[config.mk]
export PLATFORM = sky130hd
export DESIGN_NAME = i2c_transfer_sequencer
export DESIGN_NICKNAME = d
export VERILOG_FILES = /design/src/rtl/i2cts_pkg.sv /design/src/rtl/i2cts_counters.sv /design/src/rtl/i2cts_out_buf.sv /design/src/rtl/i2c_transfer_sequencer.sv
export VERILOG_INCLUDE_DIRS = /design/src /design/src/rtl
export SDC_FILE = /design/constraint.sdc
export NUM_CORES = 1
export LEC_CHECK = 0
export BUFFER_PORTS_ARGS = -buffer_cell sky130_fd_sc_hd__buf_2
export CORE_ASPECT_RATIO = 1.5
export CORE_MARGIN = 2
export CORE_UTILIZATION = 50
export DETAILED_ROUTE_END_ITERATION = 7
export PLACE_DENSITY = 0.77
export SYNTH_ARGS = -nofsm -noshare
export SYNTH_HDL_FRONTEND = slang
export SYNTH_SLANG_ARGS = --single-unit
[constraint.sdc]
create_clock -name clk_i -period 11.1 [get_ports clk_i]
set_input_delay 0.555 -clock clk_i [delete_from_list [all_inputs] [get_ports clk_i]]
set_output_delay 0.555 -clock clk_i [all_outputs]
set_load 0.02 [all_outputs]
[src/rtl/assert_macros.svh]
// Assertion macros for the RTL.
`ifndef ASSERT_MACROS_SVH
`define ASSERT_MACROS_SVH
`ifndef ASSERT_OFF
`define ASSERT_IMPL(label, prop, msg) \
  label: assert property (@(posedge clk_i) disable iff (!rst_ni) prop) else $error(msg);
`define ASSERT_NEVER(label, cond, msg) \
  label: assert property (@(posedge clk_i) disable iff (!rst_ni) !(cond)) else $error(msg);
`else
`define ASSERT_IMPL(label, prop, msg)
`define ASSERT_NEVER(label, cond, msg)
`endif
`endif

[src/rtl/i2cts_pkg.sv]
`default_nettype none
package i2cts_pkg;

  typedef enum logic [1:0] {
    REQ_START = 2'd0,
    REQ_WBYTE = 2'd1,
    REQ_EVENT = 2'd2,
    REQ_CNT   = 2'd3
  } req_e;

  typedef enum logic [3:0] {
    ACT_SETWRITE  = 4'd0,
    ACT_SETREAD   = 4'd1,
    ACT_NEEDBYTE  = 4'd2,
    ACT_SEND      = 4'd3,
    ACT_START     = 4'd4,
    ACT_STOP      = 4'd5,
    ACT_STARTSTOP = 4'd6,
    ACT_DELIVER   = 4'd7,
    ACT_RECOVER   = 4'd8,
    ACT_DONE      = 4'd9,
    ACT_COUNTERS  = 4'd10
  } act_e;

  typedef enum logic [3:0] {
    PH_IDLE      = 4'd0,
    PH_NEED_BYTE = 4'd1,
    PH_TX        = 4'd2,
    PH_TX_LAST   = 4'd3,
    PH_FIN_WRITE = 4'd4,
    PH_RX_SINGLE = 4'd5,
    PH_RX        = 4'd6,
    PH_RX_LAST   = 4'd7,
    PH_FIN_END   = 4'd8
  } phase_e;

  localparam int unsigned MaxRes = 5;
  localparam logic [6:0] TenBitPrefix = 7'h78;
  localparam logic [2:0] RetryReset = 3'd3;
  localparam logic [15:0] OutMax = 16'hFFFF;

  typedef struct packed {
    logic [1:0] req_type;
    logic [9:0] target_address;
    logic [7:0] write_count;
    logic [7:0] read_count;
    logic [7:0] write_data;
    logic       tx_ready;
    logic       rx_ready;
    logic       tx_complete;
    logic       nack_seen;
    logic       timed_out;
    logic [7:0] rx_data;
  } in_t;

  typedef struct packed {
    logic [3:0]  action;
    logic        ten_bit;
    logic [6:0]  bus_address;
    logic [7:0]  low_address;
    logic [7:0]  data;
    logic [8:0]  byte_count;
    logic        last;
    logic [15:0] nak_count;
    logic [15:0] send_timeouts;
    logic [15:0] recv_timeouts;
    logic [15:0] finish_timeouts;
    logic [15:0] reset_count;
  } out_t;

  // counter bump requests from the step logic
  typedef struct packed {
    logic nak;
    logic send;
    logic recv;
    logic fin;
    logic rst;
    logic clear;
  } cnt_ctl_t;

endpackage
`default_nettype wire

[src/rtl/i2cts_counters.sv]
`default_nettype none
module i2cts_counters #(
  parameter int unsigned CounterWidth = 16
) (
  input  wire                  clk_i,
  input  wire                  rst_ni,
  input  i2cts_pkg::cnt_ctl_t  ctl_i,
  output logic [15:0]          nak_o,
  output logic [15:0]          send_o,
  output logic [15:0]          recv_o,
  output logic [15:0]          fin_o,
  output logic [15:0]          rst_o
);
  localparam logic [CounterWidth-1:0] Top = {CounterWidth{1'b1}};

  logic [CounterWidth-1:0] cnt_q [5];
  logic [4:0] inc;

  assign inc = {ctl_i.rst, ctl_i.fin, ctl_i.recv, ctl_i.send, ctl_i.nak};

  always_ff @(posedge clk_i or negedge rst_ni) begin
    if (!rst_ni) begin
      for (int i = 0; i < 5; i++) cnt_q[i] <= '0;
    end else begin
      for (int i = 0; i < 5; i++) begin
        if (ctl_i.clear) cnt_q[i] <= '0;
        else if (inc[i] && cnt_q[i] != Top) cnt_q[i] <= cnt_q[i] + 1'b1;
      end
    end
  end

  function automatic logic [15:0] sat(input logic [CounterWidth-1:0] v);
    logic [CounterWidth+15:0] w;
    w = {16'd0, v};
    return (w > {{CounterWidth{1'b0}}, i2cts_pkg::OutMax}) ? i2cts_pkg::OutMax : w[15:0];
  endfunction

  assign nak_o  = sat(cnt_q[0]);
  assign send_o = sat(cnt_q[1]);
  assign recv_o = sat(cnt_q[2]);
  assign fin_o  = sat(cnt_q[3]);
  assign rst_o  = sat(cnt_q[4]);
endmodule
`default_nettype wire

[src/rtl/i2cts_out_buf.sv]
`default_nettype none
module i2cts_out_buf (
  input  wire                  clk_i,
  input  wire                  rst_ni,
  input  wire                  load_i,
  input  wire [2:0]            n_i,
  input  i2cts_pkg::out_t      res_i [i2cts_pkg::MaxRes],
  output logic                 busy_o,
  output logic                 free_next_o,
  output logic                 out_valid_o,
  input  wire                  out_ready_i,
  output i2cts_pkg::out_t      out_o
);
  i2cts_pkg::out_t buf_q [i2cts_pkg::MaxRes];
  logic [2:0] n_q, idx_q;
  logic pop, lastpop;

  assign out_valid_o = (n_q != 3'd0);
  assign busy_o = out_valid_o;
  assign pop = out_valid_o && out_ready_i;
  assign lastpop = pop && (idx_q + 3'd1 == n_q);
  assign free_next_o = !out_valid_o || lastpop;
  assign out_o = buf_q[idx_q];

  always_ff @(posedge clk_i or negedge rst_ni) begin
    if (!rst_ni) begin
      n_q <= '0;
      idx_q <= '0;
    end else if (load_i) begin
      n_q <= n_i;
      idx_q <= '0;
    end else if (lastpop) begin
      n_q <= '0;
      idx_q <= '0;
    end else if (pop) begin
      idx_q <= idx_q + 3'd1;
    end
  end

  always_ff @(posedge clk_i) begin
    if (load_i) buf_q <= res_i;
  end
endmodule
`default_nettype wire

[src/rtl/i2c_transfer_sequencer.sv]
// Results of a beat appear in the cycle after it is accepted.
// Throughput: one input beat per cycle when the caller takes each result
// beat at once; a beat with N results blocks input until its last is taken.
// Reset: phase idle, all counts and error counters zero, retry_limit 3.
`default_nettype none
`include "assert_macros.svh"
module i2c_transfer_sequencer #(
  parameter int unsigned MaxLen = 255,
  parameter int unsigned CounterWidth = 16
) (
  input  wire               clk_i,
  input  wire               rst_ni,
  input  wire               in_valid_i,
  output logic              in_ready_o,
  input  i2cts_pkg::in_t    in_data_i,
  output logic              out_valid_o,
  input  wire               out_ready_i,
  output i2cts_pkg::out_t   out_data_o,
  input  wire               psel,
  input  wire               penable,
  input  wire               pwrite,
  input  wire               paddr,
  input  wire [31:0]        pwdata,
  output logic [31:0]       prdata,
  output logic              pready
);
  localparam logic [7:0] MaxLenC = (MaxLen > 255) ? 8'd255 : 8'(MaxLen);

  // outcome of a status wait
  localparam logic [1:0] JudgeNone = 2'd0;
  localparam logic [1:0] JudgeOk   = 2'd1;
  localparam logic [1:0] JudgeFail = 2'd2;

  logic [2:0] retry_q;
  i2cts_pkg::phase_e ph_q, ph_d;
  logic [9:0] addr_q, addr_d;
  logic [7:0] ww_q, ww_d, rw_q, rw_d, bs_q, bs_d, br_q, br_d, held_q, held_d;
  logic [2:0] att_q, att_d;

  i2cts_pkg::out_t res [i2cts_pkg::MaxRes];
  logic [2:0] n;
  i2cts_pkg::cnt_ctl_t ctl;
  logic [15:0] c_nak, c_send, c_recv, c_fin, c_rst;
  logic acc, busy, free_next;

  assign pready = 1'b1;
  assign prdata = {29'd0, retry_q};

  always_ff @(posedge clk_i or negedge rst_ni) begin
    if (!rst_ni) retry_q <= i2cts_pkg::RetryReset;
    else if (psel && penable && pwrite && !paddr) retry_q <= pwdata[2:0];
  end

  assign in_ready_o = free_next;
  assign acc = in_valid_i && in_ready_o;

  i2cts_counters #(.CounterWidth(CounterWidth)) u_cnt (
    .clk_i, .rst_ni, .ctl_i(ctl),
    .nak_o(c_nak), .send_o(c_send), .recv_o(c_recv), .fin_o(c_fin), .rst_o(c_rst)
  );

  i2cts_out_buf u_buf (
    .clk_i, .rst_ni, .load_i(acc && n != 3'd0), .n_i(n), .res_i(res),
    .busy_o(busy), .free_next_o(free_next),
    .out_valid_o, .out_ready_i, .out_o(out_data_o)
  );

  // step logic
  always_comb begin
    i2cts_pkg::in_t d;
    logic [1:0] jr;
    logic [8:0] total;
    logic [2:0] lim;
    logic [7:0] wc, rc;
    logic fl;
    d = in_data_i;
    ph_d = ph_q; addr_d = addr_q; ww_d = ww_q; rw_d = rw_q;
    bs_d = bs_q; br_d = br_q; held_d = held_q; att_d = att_q;
    n = '0;
    ctl = '0;
    jr = JudgeNone;
    fl = 1'b0;
    wc = '0; rc = '0;
    total = '0;
    lim = (retry_q == 3'd0) ? 3'd1 : retry_q;
    for (int i = 0; i < i2cts_pkg::MaxRes; i++) res[i] = '0;

    if (acc) begin
      unique case (i2cts_pkg::req_e'(d.req_type))
        i2cts_pkg::REQ_START: begin
          if (ph_q == i2cts_pkg::PH_IDLE) begin
            wc = (d.write_count > MaxLenC) ? MaxLenC : d.write_count;
            rc = (d.read_count > MaxLenC) ? MaxLenC : d.read_count;
            addr_d = d.target_address; ww_d = wc; rw_d = rc; att_d = '0;
            if (wc == 8'd0 && rc == 8'd0) begin
              res[0].action = i2cts_pkg::ACT_DONE; n = 3'd1;
            end else begin
              bs_d = '0; br_d = '0;
              res[0].action = i2cts_pkg::ACT_SETWRITE; n = 3'd1;
              if (wc != 8'd0) begin
                res[1].action = i2cts_pkg::ACT_NEEDBYTE; n = 3'd2;
                ph_d = i2cts_pkg::PH_NEED_BYTE;
              end else begin
                res[1].action = i2cts_pkg::ACT_SETREAD;
                res[2].action = (rc == 8'd1) ? i2cts_pkg::ACT_STARTSTOP
                                             : i2cts_pkg::ACT_START;
                ph_d = (rc == 8'd1) ? i2cts_pkg::PH_RX_SINGLE : i2cts_pkg::PH_RX;
                n = 3'd3;
              end
            end
          end
        end
        i2cts_pkg::REQ_WBYTE: begin
          if (ph_q == i2cts_pkg::PH_NEED_BYTE) begin
            held_d = d.write_data;
            res[0].action = i2cts_pkg::ACT_SEND; res[0].data = d.write_data; n = 3'd1;
            if ({1'b0, bs_q} + 9'd1 >= {1'b0, ww_q}) begin
              res[1].action = i2cts_pkg::ACT_STOP; n = 3'd2;
              ph_d = i2cts_pkg::PH_TX_LAST;
            end else ph_d = i2cts_pkg::PH_TX;
          end
        end
        i2cts_pkg::REQ_EVENT: begin
          unique case (ph_q)
            i2cts_pkg::PH_TX, i2cts_pkg::PH_TX_LAST: fl = d.tx_ready;
            i2cts_pkg::PH_FIN_WRITE, i2cts_pkg::PH_FIN_END: fl = d.tx_complete;
            i2cts_pkg::PH_RX, i2cts_pkg::PH_RX_SINGLE, i2cts_pkg::PH_RX_LAST:
              fl = d.rx_ready;
            default: fl = 1'b0;
          endcase
          if (ph_q != i2cts_pkg::PH_IDLE && ph_q != i2cts_pkg::PH_NEED_BYTE) begin
            if (d.nack_seen) begin jr = JudgeFail; ctl.nak = 1'b1; end
            else if (fl) jr = JudgeOk;
            else if (d.timed_out) begin
              jr = JudgeFail;
              unique case (ph_q)
                i2cts_pkg::PH_TX, i2cts_pkg::PH_TX_LAST: ctl.send = 1'b1;
                i2cts_pkg::PH_FIN_WRITE, i2cts_pkg::PH_FIN_END: ctl.fin = 1'b1;
                default: ctl.recv = 1'b1;
              endcase
            end
          end
          unique case (ph_q)
            i2cts_pkg::PH_TX: begin
              if (jr == JudgeOk) begin
                bs_d = bs_q + 8'd1;
                res[0].action = i2cts_pkg::ACT_NEEDBYTE;
                res[0].byte_count = {1'b0, bs_d}; n = 3'd1;
                ph_d = i2cts_pkg::PH_NEED_BYTE;
              end else if (jr == JudgeFail) begin
                res[0].action = i2cts_pkg::ACT_STOP; n = 3'd1;
                ph_d = i2cts_pkg::PH_FIN_END;
              end
            end
            i2cts_pkg::PH_TX_LAST: begin
              if (jr == JudgeOk) bs_d = bs_q + 8'd1;
              if (jr != JudgeNone) ph_d = i2cts_pkg::PH_FIN_WRITE;
            end
            i2cts_pkg::PH_RX_SINGLE, i2cts_pkg::PH_RX_LAST: begin
              if (jr == JudgeOk) begin
                held_d = d.rx_data;
                res[0].action = i2cts_pkg::ACT_DELIVER; res[0].data = d.rx_data;
                n = 3'd1; br_d = br_q + 8'd1;
              end
              if (jr != JudgeNone) ph_d = i2cts_pkg::PH_FIN_END;
            end
            i2cts_pkg::PH_RX: begin
              if (jr == JudgeFail) begin
                res[0].action = i2cts_pkg::ACT_STOP; n = 3'd1;
                ph_d = i2cts_pkg::PH_FIN_END;
              end else if (jr == JudgeOk) begin
                br_d = br_q + 8'd1; held_d = d.rx_data;
                if ({1'b0, br_d} + 9'd1 == {1'b0, rw_q}) begin
                  res[0].action = i2cts_pkg::ACT_STOP;
                  res[1].action = i2cts_pkg::ACT_DELIVER; res[1].data = d.rx_data;
                  n = 3'd2; ph_d = i2cts_pkg::PH_RX_LAST;
                end else begin
                  res[0].action = i2cts_pkg::ACT_DELIVER; res[0].data = d.rx_data;
                  n = 3'd1;
                end
              end
            end
            i2cts_pkg::PH_FIN_WRITE, i2cts_pkg::PH_FIN_END: begin
              if (jr != JudgeNone) begin
                if (ph_q == i2cts_pkg::PH_FIN_WRITE && !(bs_q < ww_q || rw_q == 8'd0))
                begin
                  res[0].action = i2cts_pkg::ACT_SETREAD;
                  res[1].action = (rw_q == 8'd1) ? i2cts_pkg::ACT_STARTSTOP
                                                 : i2cts_pkg::ACT_START;
                  ph_d = (rw_q == 8'd1) ? i2cts_pkg::PH_RX_SINGLE : i2cts_pkg::PH_RX;
                  n = 3'd2;
                end else begin
                  total = {1'b0, bs_q} + {1'b0, br_q};
                  if (total == {1'b0, ww_q} + {1'b0, rw_q}) begin
                    res[0].action = i2cts_pkg::ACT_DONE; res[0].byte_count = total;
                    n = 3'd1; ph_d = i2cts_pkg::PH_IDLE;
                  end else begin
                    ctl.rst = 1'b1;
                    res[0].action = i2cts_pkg::ACT_RECOVER;
                    att_d = att_q + 3'd1;
                    if (att_d >= lim) begin
                      res[1].action = i2cts_pkg::ACT_DONE; res[1].byte_count = total;
                      n = 3'd2; ph_d = i2cts_pkg::PH_IDLE;
                    end else begin
                      bs_d = '0; br_d = '0;
                      res[1].action = i2cts_pkg::ACT_SETWRITE;
                      if (ww_q != 8'd0) begin
                        res[2].action = i2cts_pkg::ACT_NEEDBYTE; n = 3'd3;
                        ph_d = i2cts_pkg::PH_NEED_BYTE;
                      end else begin
                        res[2].action = i2cts_pkg::ACT_SETREAD;
                        res[3].action = (rw_q == 8'd1) ? i2cts_pkg::ACT_STARTSTOP
                                                       : i2cts_pkg::ACT_START;
                        ph_d = (rw_q == 8'd1) ? i2cts_pkg::PH_RX_SINGLE
                                              : i2cts_pkg::PH_RX;
                        n = 3'd4;
                      end
                    end
                  end
                end
              end
            end
            default: ;
          endcase
        end
        i2cts_pkg::REQ_CNT: begin
          res[0].action = i2cts_pkg::ACT_COUNTERS;
          res[0].nak_count = c_nak; res[0].send_timeouts = c_send;
          res[0].recv_timeouts = c_recv; res[0].finish_timeouts = c_fin;
          res[0].reset_count = c_rst;
          ctl.clear = 1'b1; n = 3'd1;
        end
        default: ;
      endcase
      for (int i = 0; i < i2cts_pkg::MaxRes; i++) begin
        if (res[i].action == i2cts_pkg::ACT_SETWRITE ||
            res[i].action == i2cts_pkg::ACT_SETREAD) begin
          if (addr_d >= 10'h80) begin
            res[i].ten_bit = 1'b1;
            res[i].bus_address = i2cts_pkg::TenBitPrefix | {5'd0, addr_d[9:8]};
            res[i].low_address = addr_d[7:0];
          end else res[i].bus_address = addr_d[6:0];
        end
        if (3'(i) + 3'd1 == n) res[i].last = 1'b1;
      end
    end
  end

  always_ff @(posedge clk_i or negedge rst_ni) begin
    if (!rst_ni) begin
      ph_q <= i2cts_pkg::PH_IDLE;
      addr_q <= '0; ww_q <= '0; rw_q <= '0; bs_q <= '0; br_q <= '0;
      held_q <= '0; att_q <= '0;
    end else begin
      ph_q <= ph_d; addr_q <= addr_d; ww_q <= ww_d; rw_q <= rw_d;
      bs_q <= bs_d; br_q <= br_d; held_q <= held_d; att_q <= att_d;
    end
  end

  `ASSERT_IMPL(a_stall_blocks_in, (out_valid_o && !out_ready_i) |-> !in_ready_o,
    "input taken while results pending")
  `ASSERT_NEVER(a_bs_bound, ph_q != i2cts_pkg::PH_IDLE && bs_q > ww_q,
    "bytes sent exceeds request")
  `ASSERT_IMPL(a_busy_valid, busy == out_valid_o, "buffer state mismatch")
  `ASSERT_NEVER(a_held_ok, held_q != held_q, "held byte X")
endmodule
`default_nettype wire

==> run_results.csv <==
group,metric,value,unit
sta,period_share,55.1,%
global_routing,first_global_vias,14600,
global_routing,grt_pass1_wl,76800,um
clock_network,cts_tree,"yes",
sta,finalClockSkew,0.0265,ns
clock_network,cts_buffers,35,
setup_path,path_common_cell,"buf_4",
yosys,synth-seq-cells,350,
hold_path,hp-class,"input pin to asynchronous set/reset pin",
clock_network,ctsHoldBuffers,0,
route,drc,0,
sta,tightest_slew,1.32,ns
floorplanning,coreArea,0.0383,mm2
route,vias,14700,
setup_path,reg2reg_setup_slack,4.98,ns
clock_network,path_clk_slew,0.06,ns
place,post-dp-hpwl,33800,um
layout,antennaDiodeCount,0,
setup_path,reg2reg_to,"u_buf.buf_q[101]",
global_routing,grt_overflow_total,0,
route,antenna_left,0,
route,wl_per_cell,19.3,um
layout,final_util,56.7,%
yosys,synth-main-ff-cell,"edfxtp_1",
power_and_ir_drop,ir_drop,160,uV
setup_path,cp_data_required_time,11.27,ns
floorplanning,start_util,50.5,%
setup_path,cpPeakStageDelay,0.71,ns
job,cap_violations,0,
yosys,synth_top_area_share,32.9,%
clock_network,cts-resized-gates,0,
clock_network,clock_latency,0.54,ns
sta,slew-limit-headroom,10.5,%
clock_network,cts_max_path_buffers,3,
route,wirelength,48700,um
route,vias_per_cell,5.84,
setup_path,reg2reg_depth,16,
setup_path,crit_path_cell_trace,"nand2b_1 -> a211o_1 -> o21ai_0 -> and2_1 -> inv_1 -> ha_1 -> nor2_1 -> nand2_1 -> or2_1 -> a31oi_2 -> buf_4 -> nand4_1 -> a31oi_1 -> or2_4 -> buf_4 -> buf_4",
floorplanning,rows,88,
yosys,synth-warning-count,0,
place,place.port_buffers,182,
clock_network,cts_sinks,350,
sta,fin_setup_tns,0,ns
sta,max_freq,163,MHz
route,firstDrtPassIters,6,
sta,slew_viol_final,0,
setup_path,cp-endpoint,"u_buf.buf_q[101]",
floorplanning,io-pin-count,242,
setup_path,cpMaxStageDelayCell,"dfrtp_1",
sta,setup_violations,0,
setup_path,critPathKind,"flop to flop",
floorplanning,die_h,245,um
yosys,ys_seq_area_share,50.8,%
floorplanning,die_width,165,um
yosys,synthesis.area,0.0193,mm2
yosys,ys_types,95,
setup_path,path_delay_family,"simple AND/OR/NAND/NOR gates",
setup_path,critPathCaptureType,"flop",
yosys,yosys.area.top_type,"edfxtp_1",
yosys,synth_edf_count,212,
yosys,synthTopCellsByCount,"nor2_1 (232), edfxtp_1 (212), dfrtp_1 (136)",
yosys,async_reset_ff_share,39.4,%
power_and_ir_drop,p_leak,9.32,nW
power_and_ir_drop,power_density,242,mW/mm2
setup_path,path_depth,16,
setup_path,crit_start,"ph_q[2]",
layout,drive_gt1_share,16.4,%
yosys,synth_area_per_cell,10.4,um2
setup_path,critPathMaxFanout,56,
route,drtIter0Drc,995,
layout,syn_to_final_growth,12.2,%
yosys,yosys-top-cells-area,"edfxtp_1 (33%), dfrtp_1 (18%), nor2_1 (4.5%)",
setup_path,cp-start-kind,"flop",
setup_path,path_buf_inv,4,
clock_network,ctsRootBufferMaster,"clkbuf_16",
global_routing,antenna_found_initial,5,
yosys,postSynthCellCount,1866,
place,place.gp.congestion,0.934,
status,outcome,"completed",
sta,rsz0062_at_grt,"false",
global_routing,grtUsageTotal,24.1,%
yosys,yosysMostFrequentCell,"nor2_1",
setup_path,r2r_start,"ph_q[2]",
layout,layout.nets,2145,
setup_path,crit_arrival,6.29,ns
clock_network,cts_max_level,2,
clock_network,post_cts_buffers,0,
floorplanning,dieArea,0.0403,mm2
sta,period_needed,6.12,ns
sta,hold_viol,0,
global_routing,grt_start_max_net_pins,106,
==> cell usage in the layout (no fill, tap or decap), types with 7 or more instances in the layout <==
cell / count
clkbuf_16: 35
and4_1: 7
o22ai_1: 21
nand2b_1: 11
nor3_1: 58
mux2i_1: 41
o21ai_0: 40
a22o_1: 9
nor4_1: 23
nand2_1: 101
edfxtp_1: 212
mux2_2: 40
a21o_1: 10
buf_4: 18
a211oi_1: 11
ha_1: 53
nor2b_1: 15
a21oi_1: 50
a22oi_1: 36
xnor2_1: 52
nor2_2: 7
buf_2: 181
inv_1: 70
a31oi_1: 10
nor2_1: 231
dfrtp_1: 135
and3_1: 105
nand4_1: 32
nand3_1: 52
conb_1: 30
and2_1: 105
xor2_1: 58
or3_1: 13
==> layer usage <==
| layer | GRT usage, % | up-vias | share of wire [%] |
|---|---|---|---|
| met5 | 0 | - | 0.12 |
| met4 | 10.2 | 10 | 3.9 |
| met3 | 3.16 | 108 | 4.9 |
| met2 | 43.9 | 466 | 52 |
| met1 | 28.1 | 7221 | 39 |
| li1 | - | 6904 | - |
==> power by group <==
group          switching [mW]  internal (mW)
sequential              0.174           1.64
combinational            1.46          0.737
clock                   0.511          0.720
==> registers in the layout (all words and copies together), names as in the netlist, 4 cells and up <==
| register | cells |
|---|---|
| u_buf.buf_q | 212 |
| u_cnt.fin_o | 16 |
| u_cnt.nak_o | 16 |
| u_cnt.recv_o | 16 |
| u_cnt.rst_o | 16 |
| u_cnt.send_o | 16 |
| addr_q | 10 |
| br_q | 8 |
| bs_q | 8 |
| rw_q | 8 |
| ww_q | 8 |
| ph_q | 4 |
==> cell families (layout without fill, tap and decap cells) <==
group	Yosys count	after routing	share of synthesized area (%)
and+or+nand+nor	798	798	21.3
DFF	350	350	50.8
AOI/OAI and AO/OA	262	262	9.60
buffers and inverters	203	334	4.66
xor gates and xnor gates	112	112	5.21
muxes	83	83	4.68
adders and majority gates	56	56	3.70
other	2	30	0.0388
==> worst min path at each step <==
stage / slack, ns / endpoint / start
4_1_cts: 0.06 / rw_q[1] / rst_ni
5_1_grt: 0.09 / retry_q[2] / rst_ni
3_3_place_gp: 0.49 / addr_q[7] / addr_q[7]
3_5_place_dp: 0.49 / addr_q[7] / addr_q[7]
6_report: 0.03 / retry_q[2] / rst_ni
2_1_floorplan: 0.26 / addr_q[0] / rst_ni
==> layout make-up <==
type	instances	area [um2]
clock buffers	47	981
clock inverters	15	206
fillers	3270	16600
inverters	72	270
multi-input cells	1341	8760
flip-flops and latches	350	9820
well taps	495	619
repair buffers	200	1050
==> through the flow <==
| step | cell area (um2) | std cells | power (mW) | hold slack [ns] | worst slack, ns |
|---|---|---|---|---|---|
| after global placement | 20500 | 2458 | 3.98 | 0.486 | 5.20 |
| after floorplan | 19400 | 1894 | 3.38 | 0.259 | 2.82 |
| final | 21700 | 2520 | 5.25 | 0.0307 | 4.98 |
| after global routing | 21700 | 2520 | 5.53 | 0.0912 | 4.50 |
| after CTS | 21700 | 2520 | 5.27 | 0.0649 | 5.04 |
| after detailed placement | 20500 | 2458 | 4.03 | 0.495 | 5.08 |
Power figures use the tool's default switching activity.
